**src/hw/rtl/hcfp_pkg.sv**
```systemverilog
// Package for the hex command frame parser: parse phases, event codes and hex decoding.
`timescale 1ns / 1ps

package hcfp_pkg;

    typedef enum logic [3:0] {
        PH_START,
        PH_ADDR_HI,
        PH_ADDR_LO,
        PH_SKIP,
        PH_CMD,
        PH_T_SIGN,
        PH_T_HI,
        PH_T_LO,
        PH_F_SIGN,
        PH_F_HI,
        PH_F_LO,
        PH_I_HI,
        PH_I_LO
    } t_phase;

    localparam logic [2:0] EV_TORQUE    = 3'd0;
    localparam logic [2:0] EV_ZERO      = 3'd1;
    localparam logic [2:0] EV_FAILSAFE  = 3'd2;
    localparam logic [2:0] EV_SET_ID    = 3'd3;
    localparam logic [2:0] EV_CALIBRATE = 3'd4;
    localparam logic [2:0] EV_RESET     = 3'd5;
    localparam logic [2:0] EV_REPLY_OK  = 3'd6;
    localparam logic [2:0] EV_REPLY_ERR = 3'd7;

    localparam logic [7:0] BROADCAST_ID = 8'hFF;
    localparam logic [7:0] HOST_ID      = 8'h00;

    localparam logic [7:0] CH_CR    = 8'h0D;
    localparam logic [7:0] CH_LF    = 8'h0A;
    localparam logic [7:0] CH_PLUS  = 8'h2B;
    localparam logic [7:0] CH_MINUS = 8'h2D;
    localparam logic [7:0] CH_T     = 8'h54;
    localparam logic [7:0] CH_F     = 8'h46;
    localparam logic [7:0] CH_I     = 8'h49;
    localparam logic [7:0] CH_Z     = 8'h5A;
    localparam logic [7:0] CH_C     = 8'h43;
    localparam logic [7:0] CH_R     = 8'h52;
    localparam logic [7:0] CH_A_LC  = 8'h61;

    typedef struct packed {
        logic       ok;
        logic [3:0] nibble;
    } t_hex;

    function automatic t_hex hex_decode(input logic [7:0] c);
        t_hex r;
        r.ok     = 1'b1;
        r.nibble = 4'd0;
        if (c >= 8'h30 && c <= 8'h39) begin
            r.nibble = c[3:0];
        end else if ((c >= 8'h41 && c <= 8'h46) || (c >= 8'h61 && c <= 8'h66)) begin
            // Letters A to F and a to f share their low bits: value is low bits plus nine.
            r.nibble = c[3:0] + 4'd9;
        end else begin
            r.ok = 1'b0;
        end
        return r;
    endfunction

endpackage

```
**src/hw/rtl/hex_command_frame_parser.sv**
```systemverilog
// Top level of the hex command frame parser: one received character in, at most one event out.
//
//  channel | valid        | ready        | payload
//  --------+--------------+--------------+---------------------------------------------
//  in      | i_in_valid   | o_in_ready   | i_rx_char, i_motor_ready
//  out     | o_out_valid  | i_out_ready  | o_event_res, o_signed_value,
//          |              |              | o_search_magnitude, o_offset_or_id
//  cfg     | i_cfg_valid  | o_cfg_ready  | i_cfg_data (own id)
//
// One character per cycle unless an untaken result waits; its event is registered as it is taken.
// The rate is set by the single pass from the phase and field registers to the result register.
// A waiting result does not block input when it is taken in the same cycle.
// Synchronous active-low reset sets frame start, last success and own id 1.
`timescale 1ns / 1ps

module hex_command_frame_parser (
    input  logic               i_clk,
    input  logic               i_rst_n,
    input  logic               i_in_valid,
    output logic               o_in_ready,
    input  logic [7:0]         i_rx_char,
    input  logic               i_motor_ready,
    output logic               o_out_valid,
    input  logic               i_out_ready,
    output logic [2:0]         o_event_res,
    output logic signed [13:0] o_signed_value,
    output logic [12:0]        o_search_magnitude,
    output logic [15:0]        o_offset_or_id,
    input  logic               i_cfg_valid,
    output logic               o_cfg_ready,
    input  logic [7:0]         i_cfg_data
);

    hcfp_pkg::t_phase r_phase, n_phase;
    logic [3:0]  r_nibble, n_nibble;
    logic        r_sign_ok, n_sign_ok;
    logic        r_sign_neg, n_sign_neg;
    logic [23:0] r_field, n_field;
    logic [1:0]  r_count, n_count;
    logic        r_success, n_success;
    logic [7:0]  r_own_id;

    logic               r_out_valid;
    logic [2:0]         r_event;
    logic signed [13:0] r_value;
    logic [12:0]        r_search;
    logic [15:0]        r_offset;

    logic               w_accept;
    logic               w_emit;
    logic [2:0]         w_event;
    logic signed [13:0] w_value;
    logic [12:0]        w_search;
    logic [15:0]        w_offset;

    hcfp_pkg::t_hex     w_hex;
    logic [7:0]         w_byte;
    logic               w_digit_phase;
    logic               w_bad;
    logic               w_cmd;
    logic               w_succ_in;
    logic signed [13:0] w_scaled;

    assign o_in_ready  = !r_out_valid || i_out_ready;
    assign o_cfg_ready = 1'b1;
    assign w_accept    = i_in_valid && o_in_ready;

    assign w_hex  = hcfp_pkg::hex_decode(i_rx_char);
    assign w_byte = {r_nibble, w_hex.nibble};

    assign w_digit_phase = (r_phase == hcfp_pkg::PH_T_HI) || (r_phase == hcfp_pkg::PH_T_LO)
                        || (r_phase == hcfp_pkg::PH_F_HI) || (r_phase == hcfp_pkg::PH_F_LO)
                        || (r_phase == hcfp_pkg::PH_I_HI) || (r_phase == hcfp_pkg::PH_I_LO);
    // A failed digit inside a command is handled again as a command character.
    assign w_bad     = w_digit_phase && !w_hex.ok;
    assign w_cmd     = (r_phase == hcfp_pkg::PH_CMD) || w_bad;
    assign w_succ_in = w_bad ? 1'b0 : r_success;

    // Byte times 32, negated for a minus sign; the low-nibble byte or the failsafe limit.
    always_comb begin
        logic [7:0]  sel;
        logic [13:0] mag;
        sel = (r_phase == hcfp_pkg::PH_F_LO) ? r_field[23:16] : w_byte;
        mag = {1'b0, sel, 5'b0};
        w_scaled = r_sign_neg ? -$signed(mag) : $signed(mag);
    end

    // Next phase.
    always_comb begin
        n_phase = r_phase;
        if (w_cmd) begin
            case (i_rx_char)
                hcfp_pkg::CH_CR: n_phase = hcfp_pkg::PH_SKIP;
                hcfp_pkg::CH_LF: n_phase = hcfp_pkg::PH_START;
                hcfp_pkg::CH_T:  n_phase = hcfp_pkg::PH_T_SIGN;
                hcfp_pkg::CH_F:  n_phase = hcfp_pkg::PH_F_SIGN;
                hcfp_pkg::CH_I:  n_phase = hcfp_pkg::PH_I_HI;
                default:         n_phase = hcfp_pkg::PH_CMD;
            endcase
        end else begin
            unique case (r_phase)
                hcfp_pkg::PH_START: begin
                    n_phase = w_hex.ok ? hcfp_pkg::PH_ADDR_LO : hcfp_pkg::PH_ADDR_HI;
                end
                hcfp_pkg::PH_ADDR_HI: begin
                    if (w_hex.ok) begin
                        n_phase = hcfp_pkg::PH_ADDR_LO;
                    end else begin
                        n_phase = (i_rx_char == hcfp_pkg::CH_LF) ? hcfp_pkg::PH_START
                                                                 : hcfp_pkg::PH_SKIP;
                    end
                end
                hcfp_pkg::PH_ADDR_LO: begin
                    if (!w_hex.ok) begin
                        n_phase = (i_rx_char == hcfp_pkg::CH_LF) ? hcfp_pkg::PH_START
                                                                 : hcfp_pkg::PH_SKIP;
                    end else if (w_byte == r_own_id || w_byte == hcfp_pkg::BROADCAST_ID) begin
                        n_phase = hcfp_pkg::PH_CMD;
                    end else begin
                        n_phase = hcfp_pkg::PH_SKIP;
                    end
                end
                hcfp_pkg::PH_SKIP: begin
                    if (i_rx_char == hcfp_pkg::CH_LF) begin
                        n_phase = hcfp_pkg::PH_START;
                    end
                end
                hcfp_pkg::PH_T_SIGN: n_phase = hcfp_pkg::PH_T_HI;
                hcfp_pkg::PH_F_SIGN: n_phase = hcfp_pkg::PH_F_HI;
                hcfp_pkg::PH_T_HI:   n_phase = hcfp_pkg::PH_T_LO;
                hcfp_pkg::PH_F_HI:   n_phase = hcfp_pkg::PH_F_LO;
                hcfp_pkg::PH_I_HI:   n_phase = hcfp_pkg::PH_I_LO;
                hcfp_pkg::PH_T_LO:   n_phase = hcfp_pkg::PH_CMD;
                hcfp_pkg::PH_I_LO:   n_phase = hcfp_pkg::PH_CMD;
                hcfp_pkg::PH_F_LO: begin
                    n_phase = (r_count == 2'd3) ? hcfp_pkg::PH_CMD : hcfp_pkg::PH_F_HI;
                end
                default: n_phase = hcfp_pkg::PH_START;
            endcase
        end
    end

    // Results and field registers.
    always_comb begin
        n_nibble   = r_nibble;
        n_sign_ok  = r_sign_ok;
        n_sign_neg = r_sign_neg;
        n_field    = r_field;
        n_count    = r_count;
        n_success  = r_success;
        w_emit     = 1'b0;
        w_event    = hcfp_pkg::EV_TORQUE;
        w_value    = '0;
        w_search   = '0;
        w_offset   = '0;
        if (w_cmd) begin
            case (i_rx_char)
                hcfp_pkg::CH_CR, hcfp_pkg::CH_LF: begin
                    n_success = w_succ_in;
                    w_emit    = 1'b1;
                    w_event   = w_succ_in ? hcfp_pkg::EV_REPLY_OK : hcfp_pkg::EV_REPLY_ERR;
                end
                hcfp_pkg::CH_T, hcfp_pkg::CH_F, hcfp_pkg::CH_I: begin
                    n_success = w_succ_in;
                end
                hcfp_pkg::CH_Z: begin
                    n_success = 1'b1;
                    w_emit    = 1'b1;
                    w_event   = hcfp_pkg::EV_ZERO;
                end
                hcfp_pkg::CH_C: begin
                    n_success = 1'b1;
                    w_emit    = 1'b1;
                    w_event   = hcfp_pkg::EV_CALIBRATE;
                end
                hcfp_pkg::CH_R: begin
                    n_success = 1'b1;
                    w_emit    = 1'b1;
                    w_event   = hcfp_pkg::EV_RESET;
                end
                hcfp_pkg::CH_A_LC: n_success = 1'b1;
                default:           n_success = 1'b0;
            endcase
        end else begin
            unique case (r_phase)
                hcfp_pkg::PH_START, hcfp_pkg::PH_ADDR_HI: begin
                    if (w_hex.ok) begin
                        n_nibble = w_hex.nibble;
                    end
                end
                hcfp_pkg::PH_ADDR_LO: begin
                    if (w_hex.ok && (w_byte == r_own_id || w_byte == hcfp_pkg::BROADCAST_ID))
                    begin
                        n_success = 1'b1;
                    end
                end
                hcfp_pkg::PH_T_SIGN, hcfp_pkg::PH_F_SIGN: begin
                    n_sign_ok  = (i_rx_char == hcfp_pkg::CH_PLUS)
                              || (i_rx_char == hcfp_pkg::CH_MINUS);
                    n_sign_neg = (i_rx_char == hcfp_pkg::CH_MINUS);
                    n_field    = '0;
                    n_count    = '0;
                end
                hcfp_pkg::PH_T_HI, hcfp_pkg::PH_F_HI, hcfp_pkg::PH_I_HI: begin
                    n_nibble = w_hex.nibble;
                end
                hcfp_pkg::PH_T_LO: begin
                    if (!i_motor_ready) begin
                        n_success = 1'b0;
                        w_emit    = 1'b1;
                        w_event   = hcfp_pkg::EV_TORQUE;
                    end else if (!r_sign_ok) begin
                        n_success = 1'b0;
                    end else begin
                        n_success = 1'b1;
                        w_emit    = 1'b1;
                        w_event   = hcfp_pkg::EV_TORQUE;
                        w_value   = w_scaled;
                    end
                end
                hcfp_pkg::PH_F_LO: begin
                    n_field = {r_field[15:0], w_byte};
                    n_count = r_count + 2'd1;
                    if (r_count == 2'd3) begin
                        n_success = r_sign_ok;
                        w_emit    = r_sign_ok;
                        w_event   = hcfp_pkg::EV_FAILSAFE;
                        w_value   = w_scaled;
                        w_search  = {r_field[15:8], 5'b0};
                        w_offset  = {r_field[7:0], w_byte};
                    end
                end
                hcfp_pkg::PH_I_LO: begin
                    if (w_byte == hcfp_pkg::HOST_ID || w_byte == hcfp_pkg::BROADCAST_ID) begin
                        n_success = 1'b0;
                    end else begin
                        n_success = 1'b1;
                        w_emit    = 1'b1;
                        w_event   = hcfp_pkg::EV_SET_ID;
                        w_offset  = {8'd0, w_byte};
                    end
                end
                default: begin
                end
            endcase
        end
    end

    always_ff @(posedge i_clk) begin
        if (!i_rst_n) begin
            r_phase    <= hcfp_pkg::PH_START;
            r_nibble   <= '0;
            r_sign_ok  <= 1'b0;
            r_sign_neg <= 1'b0;
            r_field    <= '0;
            r_count    <= '0;
            r_success  <= 1'b1;
        end else if (w_accept) begin
            r_phase    <= n_phase;
            r_nibble   <= n_nibble;
            r_sign_ok  <= n_sign_ok;
            r_sign_neg <= n_sign_neg;
            r_field    <= n_field;
            r_count    <= n_count;
            r_success  <= n_success;
        end
    end

    always_ff @(posedge i_clk) begin
        if (!i_rst_n) begin
            r_own_id <= 8'd1;
        end else if (i_cfg_valid && o_cfg_ready) begin
            r_own_id <= i_cfg_data;
        end
    end

    always_ff @(posedge i_clk) begin
        if (!i_rst_n) begin
            r_out_valid <= 1'b0;
        end else if (w_accept) begin
            r_out_valid <= w_emit;
        end else if (i_out_ready) begin
            r_out_valid <= 1'b0;
        end
    end

    always_ff @(posedge i_clk) begin
        if (w_accept) begin
            r_event  <= w_event;
            r_value  <= w_value;
            r_search <= w_search;
            r_offset <= w_offset;
        end
    end

    assign o_out_valid        = r_out_valid;
    assign o_event_res        = r_event;
    assign o_signed_value     = r_value;
    assign o_search_magnitude = r_search;
    assign o_offset_or_id     = r_offset;

endmodule
```
**config.mk**
```make
export PLATFORM = sky130hd
export DESIGN_NAME = hex_command_frame_parser
export DESIGN_NICKNAME = d
export VERILOG_FILES = /design/src/hw/rtl/hcfp_pkg.sv /design/src/hw/rtl/hex_command_frame_parser.sv
export SDC_FILE = /design/constraint.sdc
export NUM_CORES = 1
export LEC_CHECK = 0
export ABC_AREA = 1
export BUFFER_PORTS_ARGS = -buffer_cell sky130_fd_sc_hd__buf_2
export CAP_MARGIN = 0
export CELL_PAD_IN_SITES_DETAIL_PLACEMENT = 0
export CELL_PAD_IN_SITES_GLOBAL_PLACEMENT = 2
export CORE_MARGIN = 2
export CORE_UTILIZATION = 33
export CTS_CLUSTER_DIAMETER = 120
export DETAILED_ROUTE_END_ITERATION = 10
export PLACE_DENSITY = 0.87
export SLEW_MARGIN = 20
export SYNTH_ARGS = -nofsm -noshare
export SYNTH_HDL_FRONTEND = slang
export SYNTH_SLANG_ARGS = --single-unit
```
**constraint.sdc**
```tcl
create_clock -name i_clk -period 2.6 [get_ports i_clk]
set_clock_uncertainty 0.1 [all_clocks]
set_input_delay 0.13 -clock i_clk [delete_from_list [all_inputs] [get_ports i_clk]]
set_output_delay 0.13 -clock i_clk [all_outputs]
set_load 0.05 [all_outputs]
```
==> out/results.ini <==
[outcome]
status=complete, no violations

[power]
clkPwrFrac=0.408
comb_power_share=0.173
p_seq_frac=0.419
p_leak_uw=0.00223
p_sw_frac=0.295
intPower_uw=2410
power.density_nw_per_um2=651
ir_drop_v=0.000331
switchingPower_uw=1010

[timing]
maxSlewHeadroom=0.322
setup_viol=0
period_needed_ns=2.48
max_freq_ghz=0.404
hold_slack_ns=0.00959
timing.final.hold_violations=0
fin_setup_tns_ns=0
rsz0062_at_grt=true
tightest_slew_ns=1.02
post-route-period-util=0.953
slew_violations=0

[floorplanning]
start_util=0.341
die_y_microns=119
die_x_microns=119
placementRows=41
io_pins=71
dieArea_sq_um=14100
coreArea_sq_um=12800

[critical_path]
worstPathRequired_ns=2.72
crit_slowest_cell=dlygate4sd3_1
start_kind=flop
crit_type=reg -> reg
critPathLaunch=r_phase[2]$_SDFFE_PN0P_
crit_path_end_kind=flop
crit_chain=inv_2 > nand2_2 > inv_1 > nand2_1 > nand2_1 > o21ai_4 > nand2_4 > clkinv_8 > nand4_1 > o211ai_1 > a21oi_1 > dlygate4sd3_1
critical_path_arrival_ns=2.60
critical_path.top_delay_family=buffers and inverters
path_buf_inv=4
cpPeakStageDelay_ns=0.60
rr_startpoint=r_phase[2]$_SDFFE_PN0P_
worst_path_most_repeated_cell=nand2_1
crit_path_max_fanout=16

[logic_synthesis]
ys_seq_elements=82
synth_edf_count=36
synthArstFlopShare=0
yosysWarnings=0
seq_area_frac_synth=0.459
synth_ff_type=dfxtp_1
synth_most_common_cell=nand2_1
yosysUniqueCellTypes=46
synthesis.area_sq_um=4360
synthTopCellsByCount=nand2_1, nor2_1, inv_1
netlist.area_leader.share=0.248
synth_largest_area_cell=edfxtp_1
syn_inst=555
synth.area.top_cells=edfxtp_1, dfxtp_1, nand2_1, a21oi_1, nor2_1
avgSynthCellArea_sq_um=7.85

[grt]
grt_use_total=0.162
grt_max_degree=31
grt_first_pass_wirelength_mm=18.3
grt_pass1_vias=3704
grt_antenna_before_repair=0
grt.overflow.total=0

[cts]
clk_latency_ns=0.34
postCtsSetupRepairBufs=0
cts-htree-levels=3
clock_path_buffers=2
cts_made_buffers=9
clk_pin_slew_ns=0.06
tritoncts=built
cts_num_sinks=82
cts_root_buf=clkbuf_16

[detailed_routing]
vias_per_cell=4.77
ant_nets=0
drtPass1Iterations=5
drt_iter0_markers=225
num_vias=3841
drc=0
wirelength_mm=11.1
wl_per_cell_microns=13.8

[layout]
fillCellCount=1346
insertedDiodeCount=0
fin_nets=657
syn2layout_area_growth_pct=20.3
fin_util=0.410
drive_gt1_frac=0.189

[hold_path]
min_path_type=in -> reg
hp-start=i_cfg_data[2]

[run]
drv_cap=0

[placement]
place.gp.congestion=0.906
dpl.hpwl_mm=8.32
io_buffers=59

-- cell type report --
cell class | instances | area, sq um | area share
flip-flops and latches | 82 | 2010 | 0.383
multi-input cells | 392 | 1970 | 0.375
repair buffers | 77 | 458 | 0.0874
inverters | 67 | 273 | 0.0520
clock buffers | 9 | 225 | 0.0430
well taps | 172 | 215 | 0.0411
clock inverters | 7 | 100 | 0.0191
-- worst register-to-register path, cell delays in order, from the launching register on --
cell	delay (ns)
dfxtp_1	0.36
inv_2	0.08
nand2_2	0.15
inv_1	0.08
nand2_1	0.09
nand2_1	0.14
o21ai_4	0.22
nand2_4	0.13
clkinv_8	0.12
nand4_1	0.10
o211ai_1	0.11
a21oi_1	0.08
dlygate4sd3_1	0.60
-- flip-flops by register name, indices dropped and copies added (netlist names) --
| signal | flops |
|---|---|
| r_field | 24 |
| o_out_valid | 1 |
| r_phase | 4 |
| o_search_magnitude | 8 |
| r_success | 1 |
| r_count | 2 |
| r_nibble | 4 |
| o_offset_or_id | 16 |
| r_sign_ok | 1 |
| o_event_res | 3 |
| r_own_id | 8 |
| o_signed_value | 9 |
| r_sign_neg | 1 |
-- timing repair --
| item | 4_1_cts | 5_1_grt |
|---|---|---|
| resized for setup | 0 | 7 |
| endpoints found under the setup margin | 0 | 2 |
| hold endpoints to repair | 8 | 0 |
| hold buffers | 11 | 0 |
-- cell families (layout without fill, tap and decap cells) --
kind of cell    after synthesis  after routing  synth area share
xor+xnor                      4              4           0.00804
compound gates              112            112             0.142
simple gates                258            258             0.269
fa+ha+maj                     6              6            0.0172
buf+inv                      90            160            0.0999
mux                           1              1           0.00230
flops                        82             82             0.459
other cells                   2             11           0.00172
-- power groups by stage --
stage / Sequential (uW) / Clock (uW) / Combinational (uW)
final: 1430 / 1390 / 591
after global routing: 1430 / 1480 / 647
after CTS: 1430 / 1430 / 588
after detailed placement: 1460 / 0 / 573
after global placement: 1460 / 0 / 572
after floorplan: 1560 / 0 / 357
-- final timing paths --
path	slack, ns	end	depth (start not counted)
max	0.12	o_out_valid$_SDFFE_PN0P_	12
min	0.01	r_own_id[2]$_SDFFE_PN0P_	3
max reg2reg	0.12	o_out_valid$_SDFFE_PN0P_	12
min reg2reg	0.36	r_field[23]$_SDFFE_PN0P_	2
-- metal layers --
layer	global-route usage	up-vias	wire length, microns
met2	0.255	103	5090
met3	0.0326	19	546
met5	0	-	0
met4	0.0603	0	232
met1	0.220	1751	5240
li1	-	1968	-
-- stage by stage --
step	total power [uW]	std cells	cell area, sq um	setup slack (ns)
floorplan	1910	564	4400	0.148
global placement	2030	779	4790	0.0548
detailed placement	2030	779	4790	0.0213
CTS	3440	806	5230	0.0940
global route	3560	806	5240	-0.0174
finish	3410	806	5240	0.123
-- cells in the final DEF (no fill, tap or decap), types with 2 or more instances in the layout --
| cell | instances |
|---|---|
| nand2_1 | 125 |
| nor2_1 | 65 |
| buf_2 | 59 |
| inv_1 | 56 |
| a21oi_1 | 53 |
| dfxtp_1 | 43 |
| edfxtp_1 | 36 |
| o21ai_0 | 34 |
| nand3_1 | 27 |
| conb_1 | 11 |
| dlygate4sd3_1 | 11 |
| nand4_1 | 10 |
| clkbuf_16 | 9 |
| nand2_2 | 7 |
| o21ai_1 | 7 |
| buf_4 | 7 |
| inv_2 | 6 |
| ha_1 | 6 |
| nor2_2 | 4 |
| nor3_1 | 4 |
| a31oi_1 | 4 |
| xor2_1 | 4 |
| nor2_4 | 3 |
| nand3_2 | 3 |
| nor4_1 | 3 |
| dfxtp_2 | 3 |
| nor2_8 | 2 |
| inv_4 | 2 |
| o21ai_4 | 2 |
| clkinvlp_4 | 2 |
| clkinv_1 | 2 |
| o22ai_1 | 2 |
| o211ai_1 | 2 |
| inv_6 | 2 |
| bufinv_16 | 2 |
No activity file was read; power rests on OpenSTA's default activity.
